**src/design/hbw_pkg.sv**
```systemverilog
// Shared types, constants and helpers for the task heartbeat watchdog.
package hbw_pkg;

   // Sizes of the slot array, the counters and the register and port fields
   localparam int NUM_SLOTS   = 32;
   localparam int COUNT_WIDTH = 16;
   localparam int START_WIDTH = 16;
   localparam int MASK_WIDTH  = 32;
   localparam int SLOT_WIDTH  = 5;
   localparam int LOG2_WIDTH  = 4;
   localparam int CSR_IDX_W   = 3;
   localparam int CSR_DATA_W  = 32;
   localparam int REQ_DATA_W  = 8;
   localparam int RSP_DATA_W  = 40;

   // Register indexes on the configuration port
   typedef enum logic [CSR_IDX_W-1:0] {
      CSR_FAST_MASK   = 3'd0,
      CSR_SLOW_MASK   = 3'd1,
      CSR_FAST_LOG2   = 3'd2,
      CSR_SLOW_LOG2   = 3'd3,
      CSR_STARTUP     = 3'd4,
      CSR_OWN_SLOT    = 3'd5
   } csr_index_type;

   // Reset values of the configuration registers
   localparam logic [MASK_WIDTH-1:0]  FAST_MASK_RST = '0;
   localparam logic [MASK_WIDTH-1:0]  SLOW_MASK_RST = '0;
   localparam logic [LOG2_WIDTH-1:0]  FAST_LOG2_RST = 4'd5;
   localparam logic [LOG2_WIDTH-1:0]  SLOW_LOG2_RST = 4'd8;
   localparam logic [START_WIDTH-1:0] STARTUP_RST   = 16'd400;
   localparam logic [SLOT_WIDTH-1:0]  OWN_SLOT_RST  = 5'd0;

   // Word kinds on the request side
   localparam logic REQ_HEARTBEAT = 1'b0;
   localparam logic REQ_TICK      = 1'b1;

   typedef struct packed {
      logic [MASK_WIDTH-1:0]  fast_mask;
      logic [MASK_WIDTH-1:0]  slow_mask;
      logic [LOG2_WIDTH-1:0]  fast_log2;
      logic [LOG2_WIDTH-1:0]  slow_log2;
      logic [START_WIDTH-1:0] startup_ticks;
      logic [SLOT_WIDTH-1:0]  own_slot;
   } cfg_type;

   typedef struct packed {
      logic [NUM_SLOTS-1:0]   alive;
      logic [COUNT_WIDTH-1:0] tick_count;
      logic [START_WIDTH-1:0] startup_count;
      logic                   halt;
   } state_type;

   typedef struct packed {
      logic                  req_type;
      logic [SLOT_WIDTH-1:0] slot_id;
      logic                  power_down;
      logic                  reset_command;
      logic                  mem_error;
   } item_type;

   typedef struct packed {
      logic [MASK_WIDTH-1:0] missing_mask;
      logic                  halted;
      logic                  kick;
   } result_type;

   // True when the low log2 bits of the counter are all zero
   function automatic logic period_due(logic [COUNT_WIDTH-1:0] count,
                                       logic [LOG2_WIDTH-1:0]  log2p);
      logic [COUNT_WIDTH-1:0] low;
      for (int i = 0; i < COUNT_WIDTH; i++) begin
         low[i] = (i < int'(log2p));
      end
      return (count & low) == '0;
   endfunction

endpackage

```
**src/design/hbw_core.sv**
```systemverilog
// Next-state and result logic for one heartbeat or tick word.
module hbw_core (
   input  hbw_pkg::cfg_type    cfg,
   input  hbw_pkg::state_type  cur,
   input  hbw_pkg::item_type   item,
   output hbw_pkg::state_type  nxt,
   output hbw_pkg::result_type res
);

   logic [hbw_pkg::SLOT_WIDTH-1:0] mark_slot;
   logic [hbw_pkg::NUM_SLOTS-1:0]  alive_mark;
   logic [hbw_pkg::NUM_SLOTS-1:0]  fast_sel;
   logic [hbw_pkg::NUM_SLOTS-1:0]  slow_sel;
   logic [hbw_pkg::NUM_SLOTS-1:0]  miss_fast;
   logic [hbw_pkg::NUM_SLOTS-1:0]  miss_slow;
   logic [hbw_pkg::NUM_SLOTS-1:0]  alive_fast;
   logic [hbw_pkg::NUM_SLOTS-1:0]  alive_slow;
   logic [hbw_pkg::NUM_SLOTS-1:0]  miss_all;
   logic                           in_startup;

   // Mark the reporting slot (or the own slot on a tick) alive
   always_comb begin
      mark_slot  = (item.req_type == hbw_pkg::REQ_TICK) ? cfg.own_slot : item.slot_id;
      alive_mark = cur.alive;
      if (32'(mark_slot) < hbw_pkg::NUM_SLOTS) begin
         alive_mark = cur.alive | (hbw_pkg::NUM_SLOTS'(1) << mark_slot);
      end
   end

   // Test fast slots first, then slow slots on what is left
   always_comb begin
      fast_sel   = hbw_pkg::period_due(cur.tick_count, cfg.fast_log2)
                   ? cfg.fast_mask[hbw_pkg::NUM_SLOTS-1:0] : '0;
      slow_sel   = hbw_pkg::period_due(cur.tick_count, cfg.slow_log2)
                   ? cfg.slow_mask[hbw_pkg::NUM_SLOTS-1:0] : '0;
      miss_fast  = fast_sel & ~alive_mark;
      alive_fast = alive_mark & ~fast_sel;
      miss_slow  = slow_sel & ~alive_fast;
      alive_slow = alive_fast & ~slow_sel;
      miss_all   = miss_fast | miss_slow;
   end

   assign in_startup = cur.startup_count < cfg.startup_ticks;

   // Pick the outcome of this word
   always_comb begin
      nxt              = cur;
      res.kick         = 1'b0;
      res.missing_mask = '0;
      if (!cur.halt) begin
         nxt.alive = alive_mark;
         if (item.req_type == hbw_pkg::REQ_TICK) begin
            priority if (in_startup) begin
               nxt.startup_count = cur.startup_count + hbw_pkg::START_WIDTH'(1);
               nxt.tick_count    = '0;
               res.kick          = 1'b1;
            end else if (item.power_down) begin
               nxt.alive = alive_mark;
            end else if (item.reset_command) begin
               nxt.halt = 1'b1;
            end else begin
               nxt.alive        = alive_slow;
               res.missing_mask = hbw_pkg::MASK_WIDTH'(miss_all);
               if ((miss_all != '0) || item.mem_error) begin
                  nxt.halt = 1'b1;
               end else begin
                  res.kick       = 1'b1;
                  nxt.tick_count = cur.tick_count + hbw_pkg::COUNT_WIDTH'(1);
               end
            end
         end
      end
      res.halted = nxt.halt;
   end

endmodule

```
**src/design/hbw_skid.sv**
```systemverilog
// Two-entry output buffer: result register plus skid register.
module hbw_skid (
   input  logic                clock,
   input  logic                reset,
   input  logic                push,
   input  hbw_pkg::result_type push_word,
   output logic                can_push,
   output logic                out_valid,
   input  logic                out_ready,
   output hbw_pkg::result_type out_word
);

   logic                out_valid_ff, out_valid_in;
   logic                skid_valid_ff, skid_valid_in;
   hbw_pkg::result_type out_word_ff, out_word_in;
   hbw_pkg::result_type skid_word_ff, skid_word_in;

   // Refill the result register from skid first, then from the new word
   always_comb begin
      out_valid_in  = out_valid_ff;
      skid_valid_in = skid_valid_ff;
      out_word_in   = out_word_ff;
      skid_word_in  = skid_word_ff;
      if (!out_valid_ff || out_ready) begin
         if (skid_valid_ff) begin
            out_valid_in  = 1'b1;
            out_word_in   = skid_word_ff;
            skid_valid_in = 1'b0;
         end else begin
            out_valid_in = push;
            out_word_in  = push_word;
         end
      end else if (push) begin
         skid_valid_in = 1'b1;
         skid_word_in  = push_word;
      end
   end

   always_ff @(posedge clock) begin
      if (reset) begin
         out_valid_ff  <= 1'b0;
         skid_valid_ff <= 1'b0;
      end else begin
         out_valid_ff  <= out_valid_in;
         skid_valid_ff <= skid_valid_in;
      end
      out_word_ff  <= out_word_in;
      skid_word_ff <= skid_word_in;
   end

   assign can_push  = !skid_valid_ff;
   assign out_valid = out_valid_ff;
   assign out_word  = out_word_ff;

endmodule

```
**src/design/task_heartbeat_watchdog_unit.sv**
```systemverilog
// Top level of the task heartbeat watchdog.
//
//   channel  direction  handshake             payload
//   req      in         req_tvalid/tready     tuser kind, tdata slot and tick flags
//   rsp      out        rsp_tvalid/tready     tdata kick, halted, missing mask
//   csr      in         csr_wr_en             csr_index, csr_wdata
//
// The slot and counter registers update at the accept edge and the result is
// registered at the same edge; one word per cycle while req_tready stays high.
// Synchronous reset clears the slots, counters, halt latch and output buffer and
// loads the register defaults. A stalled rsp side is absorbed by a skid register;
// req_tready drops only once both output registers hold words.
module task_heartbeat_watchdog_unit (
   input  logic                               clock,
   input  logic                               reset,
   input  logic                               req_tvalid,
   output logic                               req_tready,
   input  logic                               req_tuser,  // req_type
   // slot_id[4:0], power_down[5], reset_command[6], mem_error[7]
   input  logic [hbw_pkg::REQ_DATA_W-1:0]     req_tdata,
   output logic                               rsp_tvalid,
   input  logic                               rsp_tready,
   // kick[0], halted[1], missing_mask[33:2], zero fill[39:34]
   output logic [hbw_pkg::RSP_DATA_W-1:0]     rsp_tdata,
   input  logic                               csr_wr_en,
   input  logic [hbw_pkg::CSR_IDX_W-1:0]      csr_index,
   input  logic [hbw_pkg::CSR_DATA_W-1:0]     csr_wdata
);

   hbw_pkg::cfg_type    cfg_ff, cfg_in;
   hbw_pkg::state_type  state_ff, state_in;
   hbw_pkg::state_type  state_nxt;
   hbw_pkg::item_type   item;
   hbw_pkg::result_type result;
   hbw_pkg::result_type out_word;
   logic                req_accept;

   // Decode register writes
   always_comb begin
      cfg_in = cfg_ff;
      if (csr_wr_en) begin
         unique case (csr_index)
            hbw_pkg::CSR_FAST_MASK: cfg_in.fast_mask = csr_wdata;
            hbw_pkg::CSR_SLOW_MASK: cfg_in.slow_mask = csr_wdata;
            hbw_pkg::CSR_FAST_LOG2: cfg_in.fast_log2 = csr_wdata[hbw_pkg::LOG2_WIDTH-1:0];
            hbw_pkg::CSR_SLOW_LOG2: cfg_in.slow_log2 = csr_wdata[hbw_pkg::LOG2_WIDTH-1:0];
            hbw_pkg::CSR_STARTUP:
               cfg_in.startup_ticks = csr_wdata[hbw_pkg::START_WIDTH-1:0];
            hbw_pkg::CSR_OWN_SLOT:  cfg_in.own_slot = csr_wdata[hbw_pkg::SLOT_WIDTH-1:0];
            default:                cfg_in = cfg_ff;
         endcase
      end
   end

   always_ff @(posedge clock) begin
      if (reset) begin
         cfg_ff.fast_mask     <= hbw_pkg::FAST_MASK_RST;
         cfg_ff.slow_mask     <= hbw_pkg::SLOW_MASK_RST;
         cfg_ff.fast_log2     <= hbw_pkg::FAST_LOG2_RST;
         cfg_ff.slow_log2     <= hbw_pkg::SLOW_LOG2_RST;
         cfg_ff.startup_ticks <= hbw_pkg::STARTUP_RST;
         cfg_ff.own_slot      <= hbw_pkg::OWN_SLOT_RST;
      end else begin
         cfg_ff <= cfg_in;
      end
   end

   // Unpack the request word
   always_comb begin
      item.req_type      = req_tuser;
      item.slot_id       = req_tdata[4:0];
      item.power_down    = req_tdata[5];
      item.reset_command = req_tdata[6];
      item.mem_error     = req_tdata[7];
   end

   assign req_accept = req_tvalid && req_tready;

   hbw_core u_core (
      .cfg  (cfg_ff),
      .cur  (state_ff),
      .item (item),
      .nxt  (state_nxt),
      .res  (result)
   );

   // Advance watchdog state on each accepted word
   assign state_in = req_accept ? state_nxt : state_ff;

   always_ff @(posedge clock) begin
      if (reset) begin
         state_ff <= '0;
      end else begin
         state_ff <= state_in;
      end
   end

   hbw_skid u_skid (
      .clock     (clock),
      .reset     (reset),
      .push      (req_accept),
      .push_word (result),
      .can_push  (req_tready),
      .out_valid (rsp_tvalid),
      .out_ready (rsp_tready),
      .out_word  (out_word)
   );

   // Pack the result word
   assign rsp_tdata = {6'd0, out_word.missing_mask, out_word.halted, out_word.kick};

endmodule

```
**config.mk**
```make
export PLATFORM = sky130hd
export DESIGN_NAME = task_heartbeat_watchdog_unit
export DESIGN_NICKNAME = d
export VERILOG_FILES = /design/src/design/hbw_pkg.sv /design/src/design/hbw_core.sv /design/src/design/hbw_skid.sv /design/src/design/task_heartbeat_watchdog_unit.sv
export SDC_FILE = /design/constraint.sdc
export NUM_CORES = 1
export LEC_CHECK = 0
export ABC_AREA = 1
export BUFFER_PORTS_ARGS = -buffer_cell sky130_fd_sc_hd__buf_2
export CAP_MARGIN = 15
export CORE_MARGIN = 2
export CORE_UTILIZATION = 60
export CTS_CLUSTER_DIAMETER = 40
export DETAILED_ROUTE_END_ITERATION = 8
export GPL_ROUTABILITY_DRIVEN = 0
export GPL_TIMING_DRIVEN = 0
export HOLD_SLACK_MARGIN = 0.1
export PLACE_DENSITY = 0.89
export RECOVER_POWER = 25
export SLEW_MARGIN = 0
export SYNTH_ARGS = -nofsm -noshare
export SYNTH_HDL_FRONTEND = slang
export SYNTH_SLANG_ARGS = --single-unit
```
**constraint.sdc**
```tcl
create_clock -name clock -period 4.6 [get_ports clock]
set_input_delay 0.92 -clock clock [delete_from_list [all_inputs] [get_ports clock]]
set_output_delay 0.92 -clock clock [all_outputs]
set_load 0.02 [all_outputs]
```
==> impl_metrics.csv <==
group,metric,value,unit
sta,fin_crit,3.349,ns
global_route,grt_util_all_layers,31.43,%
route,ant_nets,0,
route,drt_iter0_markers,1073,
sta,slew_headroom,12.83,%
route,viasPerCell,5.797,
setup_path,setup.worst_path.class,"in2reg",
pwr,clkPwrFrac,50.0,%
flow_run,maxCapViolations,0,
layout,mostFrequentLayoutCell,"nand2_1",
layout,drive_above_1_share,10.54,%
pwr,comb_power_share,10.0,%
setup_path,cp-start-kind,"primary input",
setup_path,crit_fanout,10,
global_route,grt_pass1_wl,50430,um
cts,root_buffer,"clkbuf_16",
pwr,p_sw_share,26.22,%
layout,final_area,0.01324,mm^2
cts,htreeDepth,2,
placed_design,dpl.hpwl,22920,um
logic_synthesis,synth_ff_type,"dfxtp_1",
cts,cts_buffers,34,
logic_synthesis,syn_inst,1520,
cts,cts_tree,"yes",
logic_synthesis,yosysSeqAreaShare,46.00,%
pwr,seqPwrFrac,40.1,%
route,routedWlPerCell,16.73,um
sta,tightestPinTransition,1.307,ns
sta,fin_crit_sh,72.82,%
status,status,"completed",
pwr,p_sw,0.001415,W
pwr,p_per_area,407.6,mW/mm^2
setup_path,endpoint_kind,"flop",
die,rows,50,
placed_design,port_buffers,83,
die,die-width,141.6,um
die,start_util,60.93,%
cts,post_cts_buffers,0,
layout,area_growth,16.55,%
logic_synthesis,synth_edf_count,68,
die,fp.dieH,141.6,um
die,fp.dieArea,0.02005,mm^2
logic_synthesis,yosysWarnings,0,
pwr,ir_drop,313.4,uV
cts,cts_buffer_depth,3,
sta,setup_tns,0,ns
logic_synthesis,postSynth.asyncResetShare,0,%
global_route,overflow,0,
cts,postCtsHoldBufs,0,
cts,insertion_delay,0.52,ns
sta,fmax,298.6,MHz
placed_design,placed_cell_area,0.01212,mm^2
logic_synthesis,netlist_area,0.01136,mm^2
route,drt-total-wl,31860,um
sta,setup_viol_count_final,0,
die,io_pins,91,
pwr,power.leakage,5.535,nW
setup_path,cp_data_arrival_time,3.75,ns
layout,fin_nets,1711,
setup_path,required,5.00,ns
cts,clock-sinks,227,
global_route,grt_antenna_before_repair,0,
route,dr_total_vias,11038,
die,core_area,0.01864,mm^2
sta,drv_slew,0,
cts,cts.clk_slew.worst_paths,0.06,ns
logic_synthesis,ys_types,48,
pwr,intPower,0.003982,W
sta,rsz0062_at_grt,"no",
global_route,grt_max_degree,35,
global_route,grt_pass1_vias,10340,
cts,cts_resized,0,
route,drcViolationCount,0,
logic_synthesis,syn-mean-instance-area,7.473,um^2
sta,skew,0.01943,ns
layout,final_cell_mix,"nand2_1 (299), nor2_1 (234), inv_1 (170)",
sta,hold_viol_final,0,
min_path,holdCritPathClass,"reg2reg",
route,drtPass1Iterations,6,
layout,n_antenna_cell,0,
logic_synthesis,ys_ff_latch,227,
==> power groups by stage <==
stage          Sequential [W]  Clock (W)  Combinational (W)
2_1_floorplan         0.00222          0           0.000331
6_report              0.00216    0.00270           0.000538
3_3_place_gp          0.00220          0           0.000506
3_5_place_dp          0.00220          0           0.000523
4_1_cts               0.00216    0.00270           0.000529
5_1_grt               0.00217    0.00278           0.000580
==> worst paths after layout <==
check                                 from            to  slack [ns]  cells past startpoint
worst max-delay path             req_tuser  state_ff[19]        1.25                     23
worst min-delay path            cfg_ff[14]    cfg_ff[14]        0.46                      2
worst max register to register  cfg_ff[27]  state_ff[19]        1.43                     19
worst min register to register  cfg_ff[14]    cfg_ff[14]        0.46                      2
==> through the flow <==
| stage | total power, W | util (%) | cells | hold WS [ns] | worst slack (ns) |
|---|---|---|---|---|---|
| after floorplan | 0.002547 | - | 1525 | 0.4264 | 0.8760 |
| after global placement | 0.002704 | 64.83 | 1842 | 0.4456 | 0.08777 |
| after detailed placement | 0.002723 | 65.02 | 1843 | 0.4466 | 0.9324 |
| after CTS | 0.005386 | 71.40 | 1904 | 0.4614 | 1.417 |
| after global routing | 0.005525 | 71.02 | 1904 | 0.4774 | 1.170 |
| final | 0.005397 | 71.02 | 1904 | 0.4606 | 1.251 |
==> cell usage after synthesis, types with 2 or more instances <==
cell type	count	area [um^2]
a21o_1	4	30.03
a31oi_1	15	93.84
nand2_2	4	25.02
clkbuf_2	3	15.01
nand3b_1	5	37.54
o21ai_1	8	40.04
buf_1	3	11.26
nand3_2	2	20.02
nand4_1	24	150.1
nor2_1	235	882.1
o21ai_0	155	775.7
nor2_4	5	56.30
nor3b_1	4	30.03
buf_4	14	105.1
clkinv_1	3	11.26
o31ai_4	2	42.54
o31ai_2	2	25.02
buf_6	5	56.30
inv_2	7	26.28
inv_1	170	638.1
nor4_1	3	18.77
a21oi_2	5	43.79
o21bai_2	2	22.52
nand3_1	46	230.2
ha_1	17	212.7
o211ai_1	27	202.7
nand2_1	299	1122
a41o_1	2	20.02
nand2_4	3	33.78
clkbuf_1	48	180.2
nor3_1	24	120.1
a21oi_1	103	515.5
a311oi_1	11	96.34
edfxtp_1	68	2042
xor2_1	7	61.31
o21ai_2	3	26.28
nor2_2	11	68.82
buf_2	3	15.01
dfxtp_1	159	3183
==> state kept, by name, indices dropped and copies added, names as in the netlist <==
signal,flops
cfg_ff,93
state_ff,64
u_skid.out_valid,1
u_skid.out_word,34
u_skid.skid_valid_ff,1
u_skid.skid_word_ff,34
==> final cells by class <==
type | instances | area, um^2
sequential | 227 | 5225
fill | 1437 | 5403
clock inverter | 20 | 247.7
timing repair buffer | 84 | 372.9
clock buffer | 41 | 940.9
multi-input combinational | 1042 | 5102
inverter | 180 | 675.6
tap | 234 | 292.8
buffer | 76 | 382.9
==> worst max-delay path, stage by stage <==
cell,delay (ns)
buf_2,0.13
buf_4,0.18
nand2_1,0.09
o21ai_2,0.08
nor2_2,0.23
nand2_1,0.10
nor2_1,0.20
nand2_1,0.13
nand2_1,0.09
inv_1,0.06
nand3_1,0.06
nand2_1,0.05
nand2_1,0.13
nand2_1,0.07
nor2_1,0.20
nand3_1,0.11
nor2_1,0.21
nand3_2,0.14
nand2_4,0.12
nand2_4,0.10
buf_6,0.17
nor2_1,0.11
nor2_1,0.07
==> metal layers <==
| metal | global-route usage, % | vias up | part of all wire (%) | routed length (um) |
|---|---|---|---|---|
| li1 | - | 5264 | - | - |
| met1 | 40.29 | 5015 | 40 | 12740 |
| met2 | 50.41 | 633 | 45 | 14260 |
| met3 | 6.345 | 126 | 10 | 3231 |
| met4 | 16.63 | 0 | 5.1 | 1631 |
| met5 | 0 | - | 0 | 0 |
==> cells by family after synthesis <==
group | after synthesis | synth area share [%]
AND/OR/NAND/NOR | 665 | 24.61
AO/OA/AOI/OAI | 346 | 17.56
buffers and inverters | 256 | 9.318
flip-flops | 227 | 46.00
adder cells (fa/ha/maj) | 17 | 1.872
XOR/XNOR | 8 | 0.6168
other | 1 | 0.03301
Note: power is estimated with default switching activity, not from simulation.
